File: config.mk
export PLATFORM = sky130hd
export DESIGN_NAME = neighbor_discovery_duty_scheduler_unit
export DESIGN_NICKNAME = d
export VERILOG_FILES = /design/src/design/nds_pkg.sv /design/src/design/nds_table.sv /design/src/design/neighbor_discovery_duty_scheduler_unit.sv
export SDC_FILE = /design/constraint.sdc
export NUM_CORES = 2
export LEC_CHECK = 0
export ABC_CLOCK_PERIOD_IN_PS = 4000
export BUFFER_PORTS_ARGS = -buffer_cell sky130_fd_sc_hd__buf_2
export CAP_MARGIN = 20
export CORE_MARGIN = 1
export CORE_UTILIZATION = 30
export CTS_BUF_LIST = sky130_fd_sc_hd__clkbuf_2 sky130_fd_sc_hd__clkbuf_4 sky130_fd_sc_hd__clkbuf_8
export DETAILED_ROUTE_END_ITERATION = 10
export SLEW_MARGIN = 30
export SYNTH_ARGS = -nofsm -noshare
export SYNTH_HDL_FRONTEND = slang
export SYNTH_HIERARCHICAL = 1
export SYNTH_SLANG_ARGS = --single-unit
File: constraint.sdc
create_clock -name clk -period 4 [get_ports clk]
set_input_delay 0.6 -clock clk [delete_from_list [all_inputs] [get_ports clk]]
set_output_delay 0.6 -clock clk [all_outputs]
set_load 0.01 [all_outputs]
File: src/design/nds_pkg.sv
// ---------------------------------------------------------------------------
// nds_pkg: shared types and constants of the neighbor discovery scheduler
// Holds the beat structs, the sequencer states, result codes and the
// configuration register map with its reset values.
// ---------------------------------------------------------------------------
package nds_pkg;

  // Configuration port
  localparam int CFG_IDX_W  = 3;
  localparam int CFG_DATA_W = 24;

  localparam logic [CFG_IDX_W-1:0] CFG_OP_MODE        = 3'd0;
  localparam logic [CFG_IDX_W-1:0] CFG_EPOCH_PHASES   = 3'd1;
  localparam logic [CFG_IDX_W-1:0] CFG_BURST_BEACONS  = 3'd2;
  localparam logic [CFG_IDX_W-1:0] CFG_BEACON_SPACING = 3'd3;
  localparam logic [CFG_IDX_W-1:0] CFG_BEACON_WINDOW  = 3'd4;
  localparam logic [CFG_IDX_W-1:0] CFG_LISTEN_WINDOW  = 3'd5;
  localparam logic [CFG_IDX_W-1:0] CFG_LISTEN_SLICE   = 3'd6;

  localparam logic        RST_OP_MODE        = 1'b0;
  localparam logic [15:0] RST_EPOCH_PHASES   = 16'd100;
  localparam logic [15:0] RST_BURST_BEACONS  = 16'd10;
  localparam logic [23:0] RST_BEACON_SPACING = 24'd328;
  localparam logic [23:0] RST_BEACON_WINDOW  = 24'd3277;
  localparam logic [23:0] RST_LISTEN_WINDOW  = 24'd3277;
  localparam logic [23:0] RST_LISTEN_SLICE   = 24'd328;

  // Operating modes and input opcodes
  localparam logic MODE_BURST   = 1'b0;
  localparam logic MODE_SCATTER = 1'b1;
  localparam logic OP_STEP      = 1'b0;
  localparam logic OP_RECEIVE   = 1'b1;

  // Result kinds
  localparam logic [1:0] KIND_PHASE    = 2'd0;
  localparam logic [1:0] KIND_NEIGHBOR = 2'd1;
  localparam logic [1:0] KIND_EPOCH    = 2'd2;

  // Radio actions
  localparam logic [1:0] ACT_NONE   = 2'd0;
  localparam logic [1:0] ACT_BEACON = 2'd1;
  localparam logic [1:0] ACT_ON     = 2'd2;
  localparam logic [1:0] ACT_OFF    = 2'd3;

  // Phase kinds inside the sequence
  localparam logic [1:0] PK_SEND   = 2'd0;
  localparam logic [1:0] PK_LISTEN = 2'd1;
  localparam logic [1:0] PK_END    = 2'd2;
  localparam logic [1:0] PH_UNUSED = 2'd3;

  typedef enum logic [2:0] {
    ST_IDLE,
    ST_STEP,
    ST_PHASE,
    ST_SEARCH,
    ST_NEW
  } nds_state_t;

  typedef struct packed {
    logic        op;
    logic        id_ok;
    logic [15:0] neighbor_id;
  } nds_in_t;

  typedef struct packed {
    logic [1:0]  kind;
    logic [1:0]  action;
    logic [23:0] wait_ticks;
    logic [15:0] epoch_number;
    logic [15:0] found_id;
    logic [6:0]  found_count;
    logic        table_full;
    logic        last;
  } nds_out_t;

endpackage

File: src/design/nds_table.sv
// ---------------------------------------------------------------------------
// nds_table: table of neighbor ids found in the current epoch
// Single write port and one registered read port; the read valid flag
// follows the read enable in the next cycle so the search can compare in flight.
// ---------------------------------------------------------------------------
module nds_table
  import nds_pkg::*;
#(
  parameter int DEPTH = 64,
  parameter int WIDTH = 16,
  parameter int ADDR_W = (DEPTH > 1) ? $clog2(DEPTH) : 1
) (
  input  logic              clk,
  input  logic              rst_n,
  input  logic              wr_en,
  input  logic [ADDR_W-1:0] wr_addr,
  input  logic [WIDTH-1:0]  wr_data,
  input  logic              rd_en,
  input  logic [ADDR_W-1:0] rd_addr,
  output logic [WIDTH-1:0]  rd_data,
  output logic              rd_valid
);

  logic [WIDTH-1:0] mem [DEPTH];
  logic [WIDTH-1:0] rd_data_r;
  logic             rd_valid_r;

  always_ff @(posedge clk) begin
    if (wr_en) begin
      mem[wr_addr] <= wr_data;
    end
    if (rd_en) begin
      rd_data_r <= mem[rd_addr];
    end
  end

  always_ff @(posedge clk) begin
    if (!rst_n) begin
      rd_valid_r <= 1'b0;
    end else begin
      rd_valid_r <= rd_en;
    end
  end

  assign rd_data  = rd_data_r;
  assign rd_valid = rd_valid_r;

endmodule

File: src/design/neighbor_discovery_duty_scheduler_unit.sv
// ---------------------------------------------------------------------------
// neighbor_discovery_duty_scheduler_unit: radio duty-cycle scheduler
// Steps the radio through burst or scatter phases, closes epochs and keeps
// the table of neighbors discovered in the current epoch.
// ---------------------------------------------------------------------------
// Usage: raise start with a beat on in_data while busy is low. A timer step
// (op 0) returns a phase action through the step state and the output
// register; when the epoch is due, an epoch-end beat comes first and the
// phase beat in the cycle after it. A received packet (op 1) with id_ok set
// searches the table one entry per cycle through the registered read port,
// so the new-neighbor beat follows once every stored entry has been compared.
// A duplicate or a bad packet gives no beat; a bad one never raises busy.
// busy stays high until the last beat of the item is registered, so one item
// is handled at a time. Each result is shown for one cycle with out_valid;
// the receiver cannot stall and must take it. Configuration writes through
// cfg_we/cfg_index/cfg_wdata take effect at once and belong to idle time.
// Reset (rst_n low, synchronous) restores the register defaults, clears the
// counters and empties the table; no clearing pass over the table is needed.
// ---------------------------------------------------------------------------
module neighbor_discovery_duty_scheduler_unit
  import nds_pkg::*;
#(
  parameter int MAX_NEIGHBORS = 64,
  parameter int ID_BITS = 16
) (
  input  logic                  clk,
  input  logic                  rst_n,
  input  logic                  start,
  output logic                  busy,
  input  nds_in_t               in_data,
  output logic                  out_valid,
  output nds_out_t              out_data,
  input  logic                  cfg_we,
  input  logic [CFG_IDX_W-1:0]  cfg_index,
  input  logic [CFG_DATA_W-1:0] cfg_wdata
);

  localparam int CNT_W  = $clog2(MAX_NEIGHBORS + 1);
  localparam int ADDR_W = (MAX_NEIGHBORS > 1) ? $clog2(MAX_NEIGHBORS) : 1;
  localparam int ID_W   = (ID_BITS < 16) ? ID_BITS : 16;
  localparam logic [CNT_W-1:0] TABLE_FULL_CNT = CNT_W'(MAX_NEIGHBORS);

  // Configuration registers
  logic        op_mode_r;
  logic [15:0] epoch_phases_r;
  logic [15:0] burst_beacons_r;
  logic [23:0] beacon_spacing_r;
  logic [23:0] beacon_window_r;
  logic [23:0] listen_window_r;
  logic [23:0] listen_slice_r;

  // Scheduler state
  nds_state_t       state_r, state_nxt;
  logic [1:0]       phase_index_r, phase_index_nxt;
  logic [15:0]      beacons_left_r, beacons_left_nxt;
  logic [15:0]      phases_done_r, phases_done_nxt;
  logic [15:0]      epoch_counter_r, epoch_counter_nxt;
  logic [CNT_W-1:0] found_total_r, found_total_nxt;
  logic [CNT_W-1:0] idx_r, idx_nxt;
  logic [ID_W-1:0]  id_r, id_nxt;
  logic             out_valid_r, out_valid_nxt;
  nds_out_t         out_data_r, out_data_nxt;

  logic            accept;
  logic            epoch_due;
  logic            burst;
  logic [15:0]     reload_val;
  logic            hit;
  logic            tbl_wr_en;
  logic            tbl_rd_en;
  logic [ID_W-1:0] tbl_rd_data;
  logic            tbl_rd_valid;

  // Phase unit outputs
  logic [1:0]  ph_kind;
  logic [1:0]  ph_index;
  logic [15:0] ph_beacons;
  logic        ph_count;
  logic [1:0]  ph_action;
  logic [23:0] ph_wait;

  assign accept     = start && (state_r == ST_IDLE);
  assign busy       = (state_r != ST_IDLE);
  assign epoch_due  = (phases_done_r == epoch_phases_r);
  assign burst      = (op_mode_r == MODE_BURST);
  assign reload_val = burst ? burst_beacons_r : 16'd1;
  assign hit        = tbl_rd_valid && (tbl_rd_data == id_r);

  nds_table #(
    .DEPTH (MAX_NEIGHBORS),
    .WIDTH (ID_W)
  ) u_table (
    .clk      (clk),
    .rst_n    (rst_n),
    .wr_en    (tbl_wr_en),
    .wr_addr  (found_total_r[ADDR_W-1:0]),
    .wr_data  (id_r),
    .rd_en    (tbl_rd_en),
    .rd_addr  (idx_r[ADDR_W-1:0]),
    .rd_data  (tbl_rd_data),
    .rd_valid (tbl_rd_valid)
  );

  always_ff @(posedge clk) begin
    if (!rst_n) begin
      op_mode_r        <= RST_OP_MODE;
      epoch_phases_r   <= RST_EPOCH_PHASES;
      burst_beacons_r  <= RST_BURST_BEACONS;
      beacon_spacing_r <= RST_BEACON_SPACING;
      beacon_window_r  <= RST_BEACON_WINDOW;
      listen_window_r  <= RST_LISTEN_WINDOW;
      listen_slice_r   <= RST_LISTEN_SLICE;
    end else if (cfg_we) begin
      case (cfg_index)
        CFG_OP_MODE:        op_mode_r        <= cfg_wdata[0];
        CFG_EPOCH_PHASES:   epoch_phases_r   <= cfg_wdata[15:0];
        CFG_BURST_BEACONS:  burst_beacons_r  <= cfg_wdata[15:0];
        CFG_BEACON_SPACING: beacon_spacing_r <= cfg_wdata;
        CFG_BEACON_WINDOW:  beacon_window_r  <= cfg_wdata;
        CFG_LISTEN_WINDOW:  listen_window_r  <= cfg_wdata;
        CFG_LISTEN_SLICE:   listen_slice_r   <= cfg_wdata;
        default: begin
        end
      endcase
    end
  end

  // Phase unit: one step of the burst or scatter sequence from the current state.
  always_comb begin
    ph_index   = phase_index_r;
    ph_beacons = beacons_left_r;
    ph_count   = 1'b0;
    ph_action  = ACT_NONE;
    ph_wait    = '0;
    if (burst) begin
      ph_kind = phase_index_r;
    end else begin
      ph_kind = (phase_index_r == 2'd2) ? PK_SEND : phase_index_r + 2'd1;
    end
    if (phase_index_r == PH_UNUSED) begin
      ph_index = '0;
    end else begin
      unique case (ph_kind)
        PK_SEND: begin
          if (beacons_left_r == '0) begin
            ph_beacons = reload_val;
            ph_count   = 1'b1;
            if (burst) begin
              ph_index = phase_index_r + 2'd1;
            end
          end else begin
            ph_beacons = beacons_left_r - 16'd1;
            ph_action  = ACT_BEACON;
            ph_wait    = burst ? beacon_spacing_r : beacon_window_r;
          end
        end
        PK_LISTEN: begin
          ph_index  = phase_index_r + 2'd1;
          ph_action = ACT_ON;
          ph_wait   = burst ? listen_slice_r : listen_window_r;
        end
        PK_END: begin
          ph_count  = 1'b1;
          ph_action = ACT_OFF;
          if (burst) begin
            ph_index = phase_index_r - 2'd1;
            // A slice longer than the window leaves no off time.
            ph_wait  = (listen_window_r > listen_slice_r) ?
                       (listen_window_r - listen_slice_r) : '0;
          end else begin
            ph_index = phase_index_r + 2'd1;
          end
        end
        default: begin
          ph_index = '0;
        end
      endcase
    end
  end

  // Next state
  always_comb begin
    state_nxt = state_r;
    unique case (state_r)
      ST_IDLE: begin
        if (accept) begin
          if (in_data.op == OP_STEP) begin
            state_nxt = ST_STEP;
          end else if (in_data.id_ok) begin
            state_nxt = ST_SEARCH;
          end
        end
      end
      ST_STEP: begin
        state_nxt = epoch_due ? ST_PHASE : ST_IDLE;
      end
      ST_PHASE: begin
        state_nxt = ST_IDLE;
      end
      ST_SEARCH: begin
        if (hit) begin
          state_nxt = ST_IDLE;
        end else if (idx_r >= found_total_r) begin
          state_nxt = ST_NEW;
        end
      end
      ST_NEW: begin
        state_nxt = ST_IDLE;
      end
      default: begin
        state_nxt = ST_IDLE;
      end
    endcase
  end

  // Datapath and result beats
  always_comb begin
    phase_index_nxt   = phase_index_r;
    beacons_left_nxt  = beacons_left_r;
    phases_done_nxt   = phases_done_r;
    epoch_counter_nxt = epoch_counter_r;
    found_total_nxt   = found_total_r;
    idx_nxt           = idx_r;
    id_nxt            = id_r;
    out_valid_nxt     = 1'b0;
    out_data_nxt      = '0;
    tbl_wr_en         = 1'b0;
    tbl_rd_en         = 1'b0;
    unique case (state_r)
      ST_IDLE: begin
        if (accept && (in_data.op == OP_RECEIVE)) begin
          id_nxt  = in_data.neighbor_id[ID_W-1:0];
          idx_nxt = '0;
        end
      end
      ST_STEP, ST_PHASE: begin
        if ((state_r == ST_STEP) && epoch_due) begin
          out_valid_nxt             = 1'b1;
          out_data_nxt.kind         = KIND_EPOCH;
          out_data_nxt.epoch_number = epoch_counter_r;
          out_data_nxt.found_count  = 7'(found_total_r);
          epoch_counter_nxt         = epoch_counter_r + 16'd1;
          found_total_nxt           = '0;
          phases_done_nxt           = '0;
          phase_index_nxt           = '0;
          beacons_left_nxt          = reload_val;
        end else begin
          phase_index_nxt         = ph_index;
          beacons_left_nxt        = ph_beacons;
          phases_done_nxt         = phases_done_r + {15'd0, ph_count};
          out_valid_nxt           = 1'b1;
          out_data_nxt.kind       = KIND_PHASE;
          out_data_nxt.action     = ph_action;
          out_data_nxt.wait_ticks = ph_wait;
          out_data_nxt.last       = 1'b1;
        end
      end
      ST_SEARCH: begin
        // The compare of the entry read last cycle runs beside the next read.
        if (!hit && (idx_r < found_total_r)) begin
          tbl_rd_en = 1'b1;
          idx_nxt   = idx_r + CNT_W'(1);
        end
      end
      ST_NEW: begin
        out_valid_nxt             = 1'b1;
        out_data_nxt.kind         = KIND_NEIGHBOR;
        out_data_nxt.epoch_number = epoch_counter_r;
        out_data_nxt.found_id     = 16'(id_r);
        out_data_nxt.last         = 1'b1;
        if (found_total_r == TABLE_FULL_CNT) begin
          out_data_nxt.table_full = 1'b1;
        end else begin
          tbl_wr_en       = 1'b1;
          found_total_nxt = found_total_r + CNT_W'(1);
        end
      end
      default: begin
      end
    endcase
  end

  always_ff @(posedge clk) begin
    if (!rst_n) begin
      state_r         <= ST_IDLE;
      phase_index_r   <= '0;
      beacons_left_r  <= RST_BURST_BEACONS;
      phases_done_r   <= '0;
      epoch_counter_r <= '0;
      found_total_r   <= '0;
      idx_r           <= '0;
      out_valid_r     <= 1'b0;
    end else begin
      state_r         <= state_nxt;
      phase_index_r   <= phase_index_nxt;
      beacons_left_r  <= beacons_left_nxt;
      phases_done_r   <= phases_done_nxt;
      epoch_counter_r <= epoch_counter_nxt;
      found_total_r   <= found_total_nxt;
      idx_r           <= idx_nxt;
      out_valid_r     <= out_valid_nxt;
    end
  end

  always_ff @(posedge clk) begin
    id_r       <= id_nxt;
    out_data_r <= out_data_nxt;
  end

  assign out_valid = out_valid_r;
  assign out_data  = out_data_r;

endmodule
Yosys cells after proc, flatten, opt, wreduce, memory -nomap -nowiden --
Memories as Yosys holds them, arrays and structs flattened. A register that Yosys moved wholly into a read port is not among the register bits. Index checks and enable logic that the tools add are counted.
Word-level totals: bits in registers 283, bits in latches 0, memory bits (writable) 1024, bits in read-only memories 0, output and inout port bits 71, memories 1
Memory list:
- u_table.mem | words 64, width 16, rd ports 1, clocked after memory_dff 1, wr ports 1, RTL line nds_table.sv:24 | logic [WIDTH-1:0] mem [DEPTH];
Cells by class: $add $sub $neg 8, multiply operators 0, div/mod/pow operators 0, order comparisons 3, equality and inequality tests 27, shifts and indexed selects 0, muxes and demuxes 52, bitwise operators 1, reduce and logical (&&, ||, !) cells 31
Operator list (number):
- $mux W24 | 5
- $mux W16 | 7
- $pmux W24 S3 | 1
- $eq A16 B16 Y1 | 2
- $pmux W16 S2 | 1
- $mux W7 | 4
- $pmux W7 S2 | 2
- $gt A24 B24 Y1 | 1
- $sub A24 B24 Y24 | 1
- $mux W2 | 9
- $reduce_and A2 Y1 | 9
- $add A16 B1 Y16 | 1
- $add A16 B1 Y16 const B | 1
- $logic_not A16 Y1 | 1
- $sub A16 B1 Y16 const B | 1
- $mux W3 | 5
- $reduce_and A3 Y1 | 5
- $add A7 B1 Y7 const B | 2
- $eq A3 B2 Y1 const B | 4
- $eq A3 B3 Y1 const B | 4
- $mux W1 | 12
- $pmux W2 S3 | 2
- $pmux W3 S3 | 1
- $ne A2 B2 Y1 const B | 4
- 22 further kinds | 37

Longest topological paths before layout --
depth after elaboration 8, mapped depth 14

Hierarchy --
The synthesis kept the hierarchy.
Modules (own cells, without submodules):
- nds_table | times used 1, cells each 1834, area an instance 40113.5 µm²
- neighbor_discovery_duty_scheduler_unit | times used 1, cells each 1558, area an instance 13362.8 µm²

Worst setup path before layout --
Ideal clock, no wire load.
path kind register to register, from register found_total_r[0], to memory u_table.mem[49][0], enable pin, library setup time 0.409 ns, arrival time 2.501 ns, data required time 3.591 ns, setup slack 1.090 ns, stages on the path, launching flop included 7, path buffers 0, period minus slack after synthesis 2.910 ns, path through dfxtp_1 -> inv_1 -> ha_1 -> nand3_1 -> and2_1 -> nand4_1 -> nor3_1
On the way: longest elaborated chain between the ends 5
RTL lines:
- start, declared | RTL line neighbor_discovery_duty_scheduler_unit.sv:58 | logic [CNT_W-1:0] found_total_r, found_total_nxt;
- start signal, assigned | RTL line neighbor_discovery_duty_scheduler_unit.sv:299 | found_total_r <= found_total_nxt;
- $eq A7 B7 Y1 | RTL line neighbor_discovery_duty_scheduler_unit.sv:271 | if (found_total_r == TABLE_FULL_CNT) begin
- $mux W1 | RTL line neighbor_discovery_duty_scheduler_unit.sv:271
- $mux W1 | RTL line neighbor_discovery_duty_scheduler_unit.sv:229 | unique case (state_r)
- via tbl_wr_en | RTL line neighbor_discovery_duty_scheduler_unit.sv:69 | logic tbl_wr_en;
- $mux W1 | RTL line nds_table.sv:29 | if (wr_en) begin
- $mux W1 (implied by the code) | RTL line nds_table.sv:30 | mem[wr_addr] <= wr_data;
- end, declared | RTL line nds_table.sv:24
The timed path passes the listed nets, and every way through them passes these cells.

Worst setup path in the final report --
from register found_total_r[1], to memory u_table.mem[24][14], enable pin
Same word-level chain as after synthesis.

==> results by stage <==
Final layout:
- The area growth from synthesis to layout is 16.0%.
- In the final layout, the share of cells above drive strength 1 is 24.0%.
- Fill cells in the final layout number 16700.
- At the end of the flow, the number of nets in the layout was 3826.
- For this run, the share of the core covered by cells in the final layout is 35.1%.

Worst setup path:
- Along the worst path, the maximum fanout reaches 16.
- For the worst setup path, the data arrival time is 3.95 ns.
- The type of the worst setup path is register to register.
- The cell type of the slowest stage on the worst timing path is sky130_fd_sc_hd__dfxtp_1.
- STA puts the critical path data required time at 4.55 ns.
- The kind of end point of the critical path is a register.
- The worst reg2reg path depth is 8.
- The sort of element at the start of the critical path is a register.
- The slack of the worst reg-to-reg path is 0.61 ns.
- The worst register-to-register path ends at u_table/mem[24][14].
- The critical path goes through inv_1, ha_1, nand3_1, and2_1, nor2b_1, nand2_1, nor2_1, buf_4.
- The reg-to-reg startpoint is found_total_r[1].
- The largest single stage delay on the critical path is 0.72 ns.

Logic synthesis:
- The cell count after synthesis is 3392.
- Counting flops and latches in the post-synthesis netlist gives 1323.
- The mean post-synth cell area is 15.8 µm².
- When the netlist entered floorplanning its net count stood at 3488.
- The async set-reset flop share out of synthesis is 0%.
- The number of different library cells in the post-synthesis netlist is 84.
- The post-synthesis sequential area ratio is 69.3%.
- Yosys printed 6 warnings.
- In this run the cell area of the synthesized design comes to 53500 µm².
- In this run, synthesis inferred 1056 flip-flops with an integrated enable.
- For this run, the leading register cell type out of synthesis is sky130_fd_sc_hd__edfxtp_1.

Timing:
- Setup repair after global routing left no endpoint under its margin.
- The final worst clock skew is 0.0773 ns.
- In the finished design, the share of the clock period the worst path needs comes to 84.9%.
- The final-report setup violation count is 0.
- Derived from the worst setup path, the maximum achievable clock frequency is 295 MHz.
- The minimum clock period after layout is 3.39 ns.
- The number of max-slew violations in the final report is 0.
- In the post-route analysis, the smallest setup slack over all paths is 0.606 ns.
- The transition at the pin with the smallest max-transition slack is 0.959 ns.
- The number of hold violations in the final report was 0.
- The sum of negative setup slack is 0 ns.
- The headroom to the max-slew limit is 36.0%.

Floorplanning:
- Once the floorplan was initialized, standard cells occupied 30.3% of the core.
- The total area inside the core boundary comes to 177000 µm².
- The floorplan step set the die height to 424 µm.
- The floorplan step defined a die boundary enclosing 180000 µm².
- 120 I/O pins were placed.
- The overall die width is 424 µm.
- The floorplan has 154 rows.

Global route:
- Global routing finished with a remaining overflow of 0.
- The global routing stage identified its most utilized layer as met2.
- The all-layer global routing usage is 15.6%.
- The global-route wire length before repair is 208000 µm.
- The number of antenna violations at the first check in global routing was 4.
- The number of global-route vias before repair came to 30900.
- The met3 routing resource usage after global routing is 3.17%.
- Global routing used 24.9% of the available met2 tracks.
- The largest net degree at the start of global routing is 151.
- Global routing consumed, on the met1 layer, 21.1% of the routing resources.

Status:
- The checks that failed: DRC.
- The run finished, with violations left.

Drt:
- The final routed wirelength across all metal layers is 143000 µm.
- The first routing iteration left 2867 violations.
- The number of vias per cell is 4.95.
- Summing over every cut layer, the via total after detailed routing is 31000.
- The detail route stage leaves a number of antenna-violating nets equal to 0.
- After detailed routing, the average wire length per cell comes to 22.8 µm.
- The first TritonRoute pass finished after 11 iterations.
- In the routed design, unresolved DRC markers number 22.

Clocking:
- The maximum root-to-sink buffer count is 3.
- TritonCTS built the clock tree.
- The clock network latency to the later pin of the worst-skew pair is 0.94 ns.
- The number of gates resized after CTS is 0.
- The root buffer cell chosen for the clock tree is sky130_fd_sc_hd__clkbuf_8.
- Clock tree synthesis inserted a total of 205 buffers.
- The total clock sinks is 1323.
- Clock-pin slew was measured on the worst setup and hold paths at 0.06 ns.
- The H-tree generated during clock tree synthesis spans 4 levels.

Hold path:
- The destination of the worst hold path is state_r[0].
- In this run the worst hold path is classified as primary input to register.
- Along the worst hold path, the cell count comes to 5.
- The hold path startpoint is in_data[16].

Flow run:
- Across the run, the number of max-cap violations was 0.

Pwr:
- IR analysis of the VDD net gives a maximum drop of 0.294 mV.
- Dividing total power by cell area gives a power density of 457 nW/µm².
- The analysis attributes to cell leakage a power of 0.0202 µW.

Placement:
- The detailed-placement wirelength estimate is 88700 µm.
- The pre-CTS setup slack is 0.785 ns.
- The total of buffers placed on input and output ports is 119.
- The final weighted congestion in routability-driven placement is 0.866.
## sequential cells by signal, summed over array words and instances, names as in the netlist, 24 cells and up
name / count
out_data: 69
listen_slice_r: 24
beacon_spacing_r: 24
u_table/mem: 1024
beacon_window_r: 24
listen_window_r: 24
## synthesized netlist by cell type, drive strengths merged, types with 9 or more instances
master     n  area (µm²)
a211oi    24         225
a21boi   112         841
a21o       9        67.6
a21oi     70         384
a221o      9        90.1
a221oi    44         442
a222oi    18         180
a22oi     48         360
a31oi     13        81.3
and2      54         338
and3      33         206
buf       76         563
clkbuf   116         439
dfxtp    267        5350
edfxtp  1056       31700
ha        46         576
inv       57         214
mux2      52         586
mux2i    115        1150
mux4     208        4680
nand2    359        1360
nand2b    17         114
nand3     70         355
nand4     25         156
nor2     184         691
nor2b     36         225
nor3      21         116
nor4      13        96.3
o211ai    13         103
o21ai     51         255
o221ai    11        96.3
o22ai     14        87.6
xnor2     53         472
xor2      38         333
## metrics by stage
stage          cell area, µm²  hold WS, ns  total power (µW)  instances
2_1_floorplan           53500        0.435             16400       3392
3_3_place_gp            57400        0.447             17000       5820
3_5_place_dp            57400        0.453             17000       5820
4_1_cts                 62000       0.0120             28700       6247
5_1_grt                 62000        0.113             29400       6251
6_report                62100        0.141             28300       6252
## how the worst max path moves through the flow
stage                       start                   to  slack (ns)  cells past startpoint
3_5_place_dp    beacons_left_r[7]    phases_done_r[15]        0.78                     11
2_1_floorplan    found_total_r[0]   u_table/mem[49][0]        1.09                      6
5_1_grt        listen_window_r[0]         out_data[63]        0.54                     11
6_report         found_total_r[1]  u_table/mem[24][14]        0.61                      8
3_3_place_gp   listen_window_r[0]         out_data[58]        0.82                     11
4_1_cts        listen_window_r[0]         out_data[58]        0.76                     11
## where the power goes
part / switching, µW / internal (µW) / leakage (µW)
Combinational: 1050 / 663 / 0.00629
Clock: 5500 / 6110 / 0.00224
Sequential: 94.7 / 14900 / 0.0117
Total: 6640 / 21700 / 0.0202
## cells by family after synthesis
family	share of synthesized area [%]
DFF	69.3
and+or+nand+nor	7.11
AOI/OAI and AO/OA	6.70
muxes	12.0
buffers and inverters	2.27
xor gates and xnor gates	1.50
adders and majority gates	1.11
## routing by layer
| metal | part of all wire [%] | vias up |
|---|---|---|
| met1 | 43 | 15800 |
| met3 | 6.9 | 206 |
| met4 | 2.7 | 4 |
| met5 | 0.024 | - |
| met2 | 47 | 1132 |
| li1 | - | 13800 |
## what timing repair did
item	in CTS	in global routing
buffers inserted	0	0
hold buffers	43	0
hold endpoints to repair	159	0
## placed cells by master (no fill, tap or decap), drive strengths merged, types with 71 or more instances in the layout
cell | netlist | layout
mux4 | 208 | 208
nand2 | 359 | 359
buf | 76 | 280
clkbuf | 116 | 293
a21boi | 112 | 112
clkinv | 0 | 71
mux2i | 115 | 115
nor2 | 184 | 184
edfxtp | 1056 | 1056
dfxtp | 267 | 267
## worst max-delay path, delay by kind of cell (launching register included)
kind                       cells  cell delay [ns]
and+or+nand+nor                5             1.59
adders and majority gates      1             0.23
DFF                            1             0.72
buffers and inverters          2             0.50
## final cells by class
class                   instances  area, µm²  share of cell area [%]
flip-flops and latches       1323      37100                    59.7
multi-input cells            1820      15200                    24.6
clock buffers                 293       3540                    5.70
well taps                    2340       2930                    4.72
repair buffers                323       2360                    3.81
clock inverters                91        679                    1.09
inverters                      57        214                   0.345
diodes                          5       12.5                  0.0202
No activity file was read; power rests on OpenSTA's default activity.
